File: src/rtl/bfatsp_pkg.sv
package bfatsp_pkg;

  localparam int MAX_CITIES_DEF = 8;
  localparam int COST_BITS_DEF  = 16;

  localparam int CITY_W     = 3;
  localparam int COUNT_W    = 4;
  localparam int EDGE_IN_W  = 16;
  localparam int TOTAL_W    = 20;
  localparam int OUT_COST_W = 19;
  localparam int CFG_W      = 4;
  localparam int CFG_IDX_W  = 1;

  localparam logic [CFG_IDX_W-1:0] CFG_CITY_COUNT = 1'd0;
  localparam logic [CFG_IDX_W-1:0] CFG_HOME_CITY  = 1'd1;

  localparam logic [COUNT_W-1:0]    COUNT_RESET = 4'd4;
  localparam logic [CITY_W-1:0]     HOME_RESET  = 3'd0;
  localparam logic [TOTAL_W-1:0]    TOTAL_MAX   = '1;
  localparam logic [OUT_COST_W-1:0] OUT_MAX     = '1;

  typedef enum logic [2:0] {
    ST_IDLE,
    ST_SUM,
    ST_DRAIN,
    ST_CMP,
    ST_ADV,
    ST_EMIT
  } state_t;

  typedef struct packed {
    logic start;    // latch count/home, load first ordering
    logic issue;    // read next edge of current tour
    logic compare;  // keep tour if cheaper
    logic advance;  // step to next ordering
    logic emit;     // load output register
  } cmd_t;

  typedef struct packed {
    logic last_edge;
    logic more;
    logic emit_last;
    logic out_free;
  } sts_t;

endpackage

File: src/rtl/brute_force_atsp_solver_unit.sv
// Loading: one cost word per cycle, no stall while idle.
// Search after the word marked load_done: every ordering of the n-1
// non-home cities is summed, compared and stepped; n is the clamped count.
// Then n+1 result words, one per cycle while out_stall is low.
// Reset: rst is synchronous, active high; clears control and config
// registers. The cost memory holds anything until written.
module brute_force_atsp_solver_unit #(
  parameter int MAX_CITIES = bfatsp_pkg::MAX_CITIES_DEF,
  parameter int COST_BITS  = bfatsp_pkg::COST_BITS_DEF
) (
  input  logic                                clk,
  input  logic                                rst,
  // config port
  input  logic                                cfg_we,
  input  logic [bfatsp_pkg::CFG_IDX_W-1:0]    cfg_index,
  input  logic [bfatsp_pkg::CFG_W-1:0]        cfg_data,
  // input words: one cost table entry each
  input  logic                                in_valid,
  output logic                                in_stall,
  input  logic [bfatsp_pkg::CITY_W-1:0]       from_city,
  input  logic [bfatsp_pkg::CITY_W-1:0]       to_city,
  input  logic [bfatsp_pkg::EDGE_IN_W-1:0]    edge_cost,
  input  logic                                load_done,
  // result words: best tour, home first and last
  output logic                                out_valid,
  input  logic                                out_stall,
  output logic [bfatsp_pkg::CITY_W-1:0]       route_city,
  output logic [bfatsp_pkg::OUT_COST_W-1:0]   tour_cost,
  output logic                                route_end
);

  bfatsp_pkg::cmd_t cmd;
  bfatsp_pkg::sts_t sts;
  logic             in_accept;

  // input is held off for the whole search and emit phase
  assign in_accept = in_valid && !in_stall;

  bfatsp_ctrl u_ctrl (
    .clk       (clk),
    .rst       (rst),
    .in_accept (in_accept),
    .load_done (load_done),
    .sts       (sts),
    .cmd       (cmd),
    .busy      (in_stall)
  );

  // datapath: cost memory, ordering registers, accumulator, best tour,
  // output register
  bfatsp_dpath #(
    .MAX_CITIES (MAX_CITIES),
    .COST_BITS  (COST_BITS)
  ) u_dpath (
    .clk        (clk),
    .rst        (rst),
    .cfg_we     (cfg_we),
    .cfg_index  (cfg_index),
    .cfg_data   (cfg_data),
    .in_accept  (in_accept),
    .from_city  (from_city),
    .to_city    (to_city),
    .edge_cost  (edge_cost),
    .cmd        (cmd),
    .sts        (sts),
    .out_stall  (out_stall),
    .out_valid  (out_valid),
    .route_city (route_city),
    .tour_cost  (tour_cost),
    .route_end  (route_end)
  );

endmodule

File: src/rtl/bfatsp_ctrl.sv
module bfatsp_ctrl (
  input  logic              clk,
  input  logic              rst,
  input  logic              in_accept,
  input  logic              load_done,
  input  bfatsp_pkg::sts_t  sts,
  output bfatsp_pkg::cmd_t  cmd,
  output logic              busy
);

  bfatsp_pkg::state_t state, state_next;

  always_ff @(posedge clk) begin
    if (rst) begin
      state <= bfatsp_pkg::ST_IDLE;
    end else begin
      state <= state_next;
    end
  end

  always_comb begin
    state_next = state;
    unique case (state)
      bfatsp_pkg::ST_IDLE: begin
        if (in_accept && load_done) state_next = bfatsp_pkg::ST_SUM;
      end
      bfatsp_pkg::ST_SUM: begin
        if (sts.last_edge) state_next = bfatsp_pkg::ST_DRAIN;
      end
      bfatsp_pkg::ST_DRAIN: state_next = bfatsp_pkg::ST_CMP;
      bfatsp_pkg::ST_CMP:   state_next = bfatsp_pkg::ST_ADV;
      bfatsp_pkg::ST_ADV: begin
        state_next = sts.more ? bfatsp_pkg::ST_SUM : bfatsp_pkg::ST_EMIT;
      end
      bfatsp_pkg::ST_EMIT: begin
        if (sts.out_free && sts.emit_last) state_next = bfatsp_pkg::ST_IDLE;
      end
      default: state_next = bfatsp_pkg::ST_IDLE;
    endcase
  end

  always_comb begin
    cmd  = '0;
    busy = (state != bfatsp_pkg::ST_IDLE);
    unique case (state)
      bfatsp_pkg::ST_IDLE: cmd.start   = in_accept && load_done;
      bfatsp_pkg::ST_SUM:  cmd.issue   = 1'b1;
      bfatsp_pkg::ST_CMP:  cmd.compare = 1'b1;
      bfatsp_pkg::ST_ADV:  cmd.advance = 1'b1;
      bfatsp_pkg::ST_EMIT: cmd.emit    = sts.out_free;
      default: cmd = '0;
    endcase
  end

endmodule

File: src/rtl/bfatsp_dpath.sv
module bfatsp_dpath #(
  parameter int MAX_CITIES = bfatsp_pkg::MAX_CITIES_DEF,
  parameter int COST_BITS  = bfatsp_pkg::COST_BITS_DEF
) (
  input  logic                                clk,
  input  logic                                rst,
  input  logic                                cfg_we,
  input  logic [bfatsp_pkg::CFG_IDX_W-1:0]    cfg_index,
  input  logic [bfatsp_pkg::CFG_W-1:0]        cfg_data,
  input  logic                                in_accept,
  input  logic [bfatsp_pkg::CITY_W-1:0]       from_city,
  input  logic [bfatsp_pkg::CITY_W-1:0]       to_city,
  input  logic [bfatsp_pkg::EDGE_IN_W-1:0]    edge_cost,
  input  bfatsp_pkg::cmd_t                    cmd,
  output bfatsp_pkg::sts_t                    sts,
  input  logic                                out_stall,
  output logic                                out_valid,
  output logic [bfatsp_pkg::CITY_W-1:0]       route_city,
  output logic [bfatsp_pkg::OUT_COST_W-1:0]   tour_cost,
  output logic                                route_end
);

  localparam int VW    = MAX_CITIES - 1;
  localparam int DEPTH = MAX_CITIES * MAX_CITIES;
  localparam int AW    = $clog2(DEPTH);
  localparam int EW    = $clog2(MAX_CITIES + 1);
  localparam int CW    = bfatsp_pkg::COUNT_W;
  localparam int TW    = bfatsp_pkg::TOTAL_W;
  localparam int SW    = ((COST_BITS > TW) ? COST_BITS : TW) + 1;
  localparam int XW    = bfatsp_pkg::EDGE_IN_W + 32;

  typedef logic [bfatsp_pkg::CITY_W-1:0] city_t;

  logic [COST_BITS-1:0] mem [DEPTH];
  logic [COST_BITS-1:0] rdata;
  logic                 rd_valid;

  logic [CW-1:0] city_count, n_eff, n_c, k;
  city_t         home_city, home_eff, home_c;
  city_t         vo [VW];
  city_t         vo_init [VW];
  city_t         vo_next [VW];
  city_t         best_route [VW];
  logic [TW-1:0] best_total, running_total, sum_sat;
  logic          found;
  logic [EW-1:0] edge_idx, emit_idx;
  city_t         from_sel, to_sel, emit_city;
  logic [AW-1:0] rd_addr, wr_addr;
  logic [XW-1:0] cost_ext;
  logic [SW-1:0] sum;
  logic          has_piv;

  // config registers
  always_ff @(posedge clk) begin
    if (rst) begin
      city_count <= bfatsp_pkg::COUNT_RESET;
      home_city  <= bfatsp_pkg::HOME_RESET;
    end else if (cfg_we) begin
      if (cfg_index == bfatsp_pkg::CFG_CITY_COUNT) city_count <= cfg_data;
      if (cfg_index == bfatsp_pkg::CFG_HOME_CITY)
        home_city <= cfg_data[bfatsp_pkg::CITY_W-1:0];
    end
  end

  always_comb begin
    if (city_count < CW'(2))               n_c = CW'(2);
    else if (city_count > CW'(MAX_CITIES)) n_c = CW'(MAX_CITIES);
    else                                   n_c = city_count;
    home_c = (32'(home_city) >= 32'(n_c)) ? city_t'(n_c - CW'(1)) : home_city;
    for (int x = 0; x < VW; x++) begin
      vo_init[x] = (32'(x) < 32'(home_c)) ? city_t'(x) : city_t'(x + 1);
    end
  end

  assign k = n_eff - CW'(1);

  // cost memory
  assign cost_ext = XW'(edge_cost);
  assign wr_addr  = AW'(32'(from_city) * MAX_CITIES + 32'(to_city));

  always_comb begin
    from_sel = home_eff;
    to_sel   = home_eff;
    for (int x = 0; x < VW; x++) begin
      if (edge_idx == EW'(x + 1)) from_sel = vo[x];
      if (edge_idx == EW'(x) && EW'(k) != edge_idx) to_sel = vo[x];
    end
  end

  assign rd_addr = AW'(32'(from_sel) * MAX_CITIES + 32'(to_sel));

  always_ff @(posedge clk) begin
    if (in_accept && 32'(from_city) < MAX_CITIES && 32'(to_city) < MAX_CITIES) begin
      mem[wr_addr] <= cost_ext[COST_BITS-1:0];
    end
    rdata <= mem[rd_addr];
  end

  // next lexicographic ordering over the first k entries
  always_comb begin
    int    kk, piv, jj;
    city_t pv, pj;
    city_t sw [VW];
    kk      = int'(k);
    piv     = 0;
    jj      = 0;
    pv      = '0;
    pj      = '0;
    for (int x = 1; x < VW; x++) begin
      if (x < kk && vo[x-1] < vo[x]) piv = x;
    end
    has_piv = (piv > 0);
    for (int x = 0; x < VW; x++) begin
      if (x == piv - 1) pv = vo[x];
    end
    for (int x = 0; x < VW; x++) begin
      if (x >= piv && x < kk && vo[x] > pv) jj = x;
    end
    for (int x = 0; x < VW; x++) begin
      if (x == jj) pj = vo[x];
    end
    for (int x = 0; x < VW; x++) begin
      sw[x] = vo[x];
      if (has_piv && x == piv - 1) sw[x] = pj;
      if (has_piv && x == jj)      sw[x] = pv;
    end
    for (int x = 0; x < VW; x++) begin
      vo_next[x] = sw[x];
      for (int y = 0; y < VW; y++) begin
        if (x >= piv && x < kk && y == piv + kk - 1 - x) vo_next[x] = sw[y];
      end
    end
  end

  assign sum     = SW'(running_total) + SW'(rdata);
  assign sum_sat = (sum > SW'(bfatsp_pkg::TOTAL_MAX)) ? bfatsp_pkg::TOTAL_MAX : sum[TW-1:0];

  always_ff @(posedge clk) begin
    if (rst) begin
      rd_valid <= 1'b0;
      found    <= 1'b0;
      edge_idx <= '0;
      emit_idx <= '0;
    end else begin
      rd_valid <= cmd.issue;
      if (cmd.start) begin
        found    <= 1'b0;
        edge_idx <= '0;
        emit_idx <= '0;
      end
      if (cmd.issue) edge_idx <= edge_idx + EW'(1);
      if (cmd.compare) found <= 1'b1;
      if (cmd.advance) begin
        edge_idx <= '0;
        emit_idx <= '0;
      end
      if (cmd.emit) emit_idx <= emit_idx + EW'(1);
    end
  end

  always_ff @(posedge clk) begin
    if (cmd.start) begin
      n_eff         <= n_c;
      home_eff      <= home_c;
      vo            <= vo_init;
      best_total    <= bfatsp_pkg::TOTAL_MAX;
      running_total <= '0;
    end
    if (rd_valid) running_total <= sum_sat;
    if (cmd.compare && (!found || running_total < best_total)) begin
      best_total <= running_total;
      best_route <= vo;
    end
    if (cmd.advance) begin
      vo            <= vo_next;
      running_total <= '0;
    end
  end

  // result select
  always_comb begin
    emit_city = home_eff;
    for (int x = 0; x < VW; x++) begin
      if (emit_idx == EW'(x + 1) && 32'(emit_idx) <= 32'(k)) emit_city = best_route[x];
    end
  end

  always_ff @(posedge clk) begin
    if (rst) begin
      out_valid <= 1'b0;
    end else if (cmd.emit) begin
      out_valid <= 1'b1;
    end else if (!out_stall) begin
      out_valid <= 1'b0;
    end
  end

  always_ff @(posedge clk) begin
    if (cmd.emit) begin
      route_city <= emit_city;
      route_end  <= sts.emit_last;
      tour_cost  <= (best_total > TW'(bfatsp_pkg::OUT_MAX)) ? bfatsp_pkg::OUT_MAX
                                                            : best_total[bfatsp_pkg::OUT_COST_W-1:0];
    end
  end

  assign sts.last_edge = (edge_idx == EW'(k));
  assign sts.more      = has_piv;
  assign sts.emit_last = (32'(emit_idx) == 32'(k) + 1);
  assign sts.out_free  = !out_valid || !out_stall;

endmodule

File: config.mk
export PLATFORM = sky130hd
export DESIGN_NAME = brute_force_atsp_solver_unit
export DESIGN_NICKNAME = d
export VERILOG_FILES = /design/src/rtl/bfatsp_pkg.sv /design/src/rtl/brute_force_atsp_solver_unit.sv /design/src/rtl/bfatsp_ctrl.sv /design/src/rtl/bfatsp_dpath.sv
export SDC_FILE = /design/constraint.sdc
export NUM_CORES = 2
export LEC_CHECK = 0
export BUFFER_PORTS_ARGS = -buffer_cell sky130_fd_sc_hd__buf_2
export CAP_MARGIN = 20
export CORE_MARGIN = 2
export CORE_UTILIZATION = 65
export DETAILED_ROUTE_END_ITERATION = 7
export HOLD_SLACK_MARGIN = 0.15
export PLACE_DENSITY = 0.82
export SLEW_MARGIN = 15
export SYNTH_ARGS = -nofsm -noshare
export SYNTH_HDL_FRONTEND = slang
export SYNTH_SLANG_ARGS = --single-unit
File: constraint.sdc
create_clock -name clk -period 9.6 [get_ports clk]
set_clock_uncertainty 0.05 [all_clocks]
set_input_delay 1.92 -clock clk [delete_from_list [all_inputs] [get_ports clk]]
set_output_delay 1.92 -clock clk [all_outputs]
set_load 0.05 [all_outputs]
==> metrics <==
Total GRT Usage 36.91%; Leak 0.01964 µW; overall die width 287.8 µm; Max Slew Vio Count 0; Via Count 35,810; setup slack after layout 1.230 ns; syn avg cell area 13.76 µm²; Hold-fix buffers, CTS 0; Pwr Total 14,300 µW; crit end category flip-flop; IO Pins 58; fin cells 5,035; fmax 119.5 MHz; R2R Path End u_dpath.vo[3]; Post-Syn Area 52,360 µm²; commonest non-fill, non-tap cell in the layout edfxtp_1; largest net degree at the start of global routing 149; post-synth cell types 106; Peak VDD IR 0.0001965 V; first-pass GRT wire length 223,700 µm; Syn Nets 3,938; Reg clk slew, reported paths 0.07 ns; H-tree Lvls 3; dpl cell area 54,090 µm²; Post-Syn Instances 3,804; RSZ-0062 raised after global routing false; CP Data Required Time 9.94 ns; FFs w/ async S/R, synth 0%; reg2reg start u_dpath.n_eff[0]; Layout area overhead 10.56%; #FFs+latches synth 1,173; outcome complete, no violations; Remaining DRCs 0; Worst Setup EP u_dpath.vo[3]; EDFF count, synth 1,116; nets 4,018; TNS Setup 0 ns; Die Height 287.8 µm; postcts setup bufs 0; Final Hold Fails 0; total congestion overflow 0; Critical Path AT 8.71 ns; Inst Count DP 4,830; Initial Util 65.32%; Top FF cell, synth edfxtp_1; clk root buf clkbuf_16; Clock Sinks 1,173; Rows 104; fin area 57,890 µm²; commonest non-fill, non-tap cells in the layout 1,116 x edfxtp_1, 423 x nand2_1, 300 x nor2_1, 213 x nand3_1, 182 x a21oi_1; DR iter-0 viols 5,947; share of cells above drive strength 1 14.48%; Final Critical Period 8.370 ns; antenna violations before repair 10; final wirelength 152,900 µm; CORE AREA 80,160 µm²; CP startpoint u_dpath.n_eff[0]; Final setup viols 0; Worst R2R Setup Slack 1.23 ns; WL per Instance 30.36 µm; Final ANT Viol Nets 0; Max Root-Sink Buffers 3; WS Path Type reg -> reg; max cap viols 0; Synth warnings 0; RD Place Congestion 1.008; CTS tree built; fin crit share 87.19%; Num CTS Buffers 110; Hold Path Stages 2; worst min-delay path class reg -> reg; Port Buffers 57; vias in the first global route 34,170; worst-margin pin slew 1.217 ns; CP startpoint kind flip-flop; worst r2r path cells 20; post-CTS sizing 0; Slew HR 18.87%; PwrDens 247.1 nW/µm²; DRT Pass-1 Iters 6; Worst Path Max Fanout 18; Vias/cell 7.112; post-synthesis sequential area ratio 66.18%; Die Area 82,840 µm²; pre-CTS setup slack 1.557 ns; clk_lat worst skew 0.72 ns; DP HPWL 88,920 µm
flip-flops by register name (all words and copies together), names as in the netlist, 3 cells and up:
name,count
u_dpath.mem,1024
u_dpath.best_route,21
u_dpath.vo,21
u_dpath.best_total,20
u_dpath.running_total,20
u_dpath.tour_cost,19
u_dpath.rdata,16
u_dpath.city_count,4
u_dpath.edge_idx,4
u_dpath.emit_idx,4
u_dpath.n_eff,4
u_ctrl.state,3
u_dpath.home_city,3
u_dpath.home_eff,3
u_dpath.route_city,3
through the flow:
step	util [%]	hold WS, ns
finish	72.22	0.4166
global route	72.22	0.4544
global placement	67.45	0.3967
detailed placement	67.48	0.4074
CTS	72.16	0.4161
floorplan	-	0.3744
worst min path at each step:
stage | from | slack (ns) | end
floorplan | u_dpath.vo[6] | 0.37 | u_dpath.best_route[6]
global placement | u_dpath.found | 0.40 | u_dpath.found
finish | u_dpath.found | 0.42 | u_dpath.found
global route | u_dpath.found | 0.45 | u_dpath.found
CTS | u_dpath.found | 0.42 | u_dpath.found
detailed placement | u_dpath.found | 0.41 | u_dpath.found
per-layer routing:
metal	up-vias	GRT usage, %	wire length, µm
li1	14890	-	-
met1	17570	50.48	54500
met2	2822	58.14	71980
met3	516	7.338	18200
met4	10	16.70	8112
met5	-	0	67
synthesized netlist by cell type, types with 16 or more instances:
cell type,n,share of area [%]
a211oi_1,42,0.60
a21o_1,31,0.44
a21oi_1,184,1.8
a22o_1,33,0.55
a22oi_1,47,0.67
a311o_1,18,0.34
a311oi_1,21,0.35
a31oi_1,34,0.41
and3_1,22,0.26
buf_1,19,0.14
buf_2,46,0.44
clkbuf_1,131,0.94
dfxtp_1,57,2.2
edfxtp_1,1116,64
ha_1,99,2.4
inv_1,99,0.71
mux2i_1,29,0.55
mux4_2,149,6.4
nand2_1,424,3.0
nand2b_1,27,0.32
nand3_1,213,2.0
nand4_1,28,0.33
nor2_1,302,2.2
nor2b_1,37,0.44
nor3_1,49,0.47
nor4_1,30,0.36
o211a_1,21,0.40
o211ai_1,20,0.29
o21ai_0,134,1.3
o22ai_1,21,0.25
or2_2,29,0.35
xnor2_1,16,0.27
kinds of logic after synthesis:
| family | after synthesis | share of synthesized area (%) |
|---|---|---|
| AO/OA/AOI/OAI | 781 | 10.47 |
| flip-flops | 1173 | 66.18 |
| AND/OR/NAND/NOR | 1222 | 10.81 |
| buffers and inverters | 313 | 2.423 |
| XOR/XNOR | 30 | 0.5807 |
| adder cells (fa/ha/maj) | 101 | 2.442 |
| multiplexers | 184 | 7.092 |
worst max-delay path, cell delays in order (launching register included):
cell,delay (ns)
edfxtp_1,0.66
inv_1,0.16
ha_1,0.35
nor2_1,0.20
nand3_1,0.18
o2111a_1,0.44
nor3_4,0.78
nand3_1,0.44
o221ai_1,0.59
inv_1,0.42
ha_1,0.42
o21a_1,0.13
o21ai_0,0.15
a21oi_1,0.42
nor2_1,0.16
a221oi_1,0.87
o21ai_1,0.30
o21ai_1,0.68
o21ai_0,0.21
a41oi_1,0.29
o221ai_1,0.14
report_power, final:
part	switching, µW	internal [µW]
clock network	1970	2570
logic	2630	1330
registers	100	5710
final cells by class:
type,count,area [µm²]
inverters,110,415.4
clock buffers,145,2997
fillers,4752,22270
clock inverters,55,754.5
multi-input cells,2318,16500
diodes,3,7.507
well taps,1060,1326
repair buffers,171,1239
flip-flops and latches,1173,34650
(Power assumes the default switching activity.)
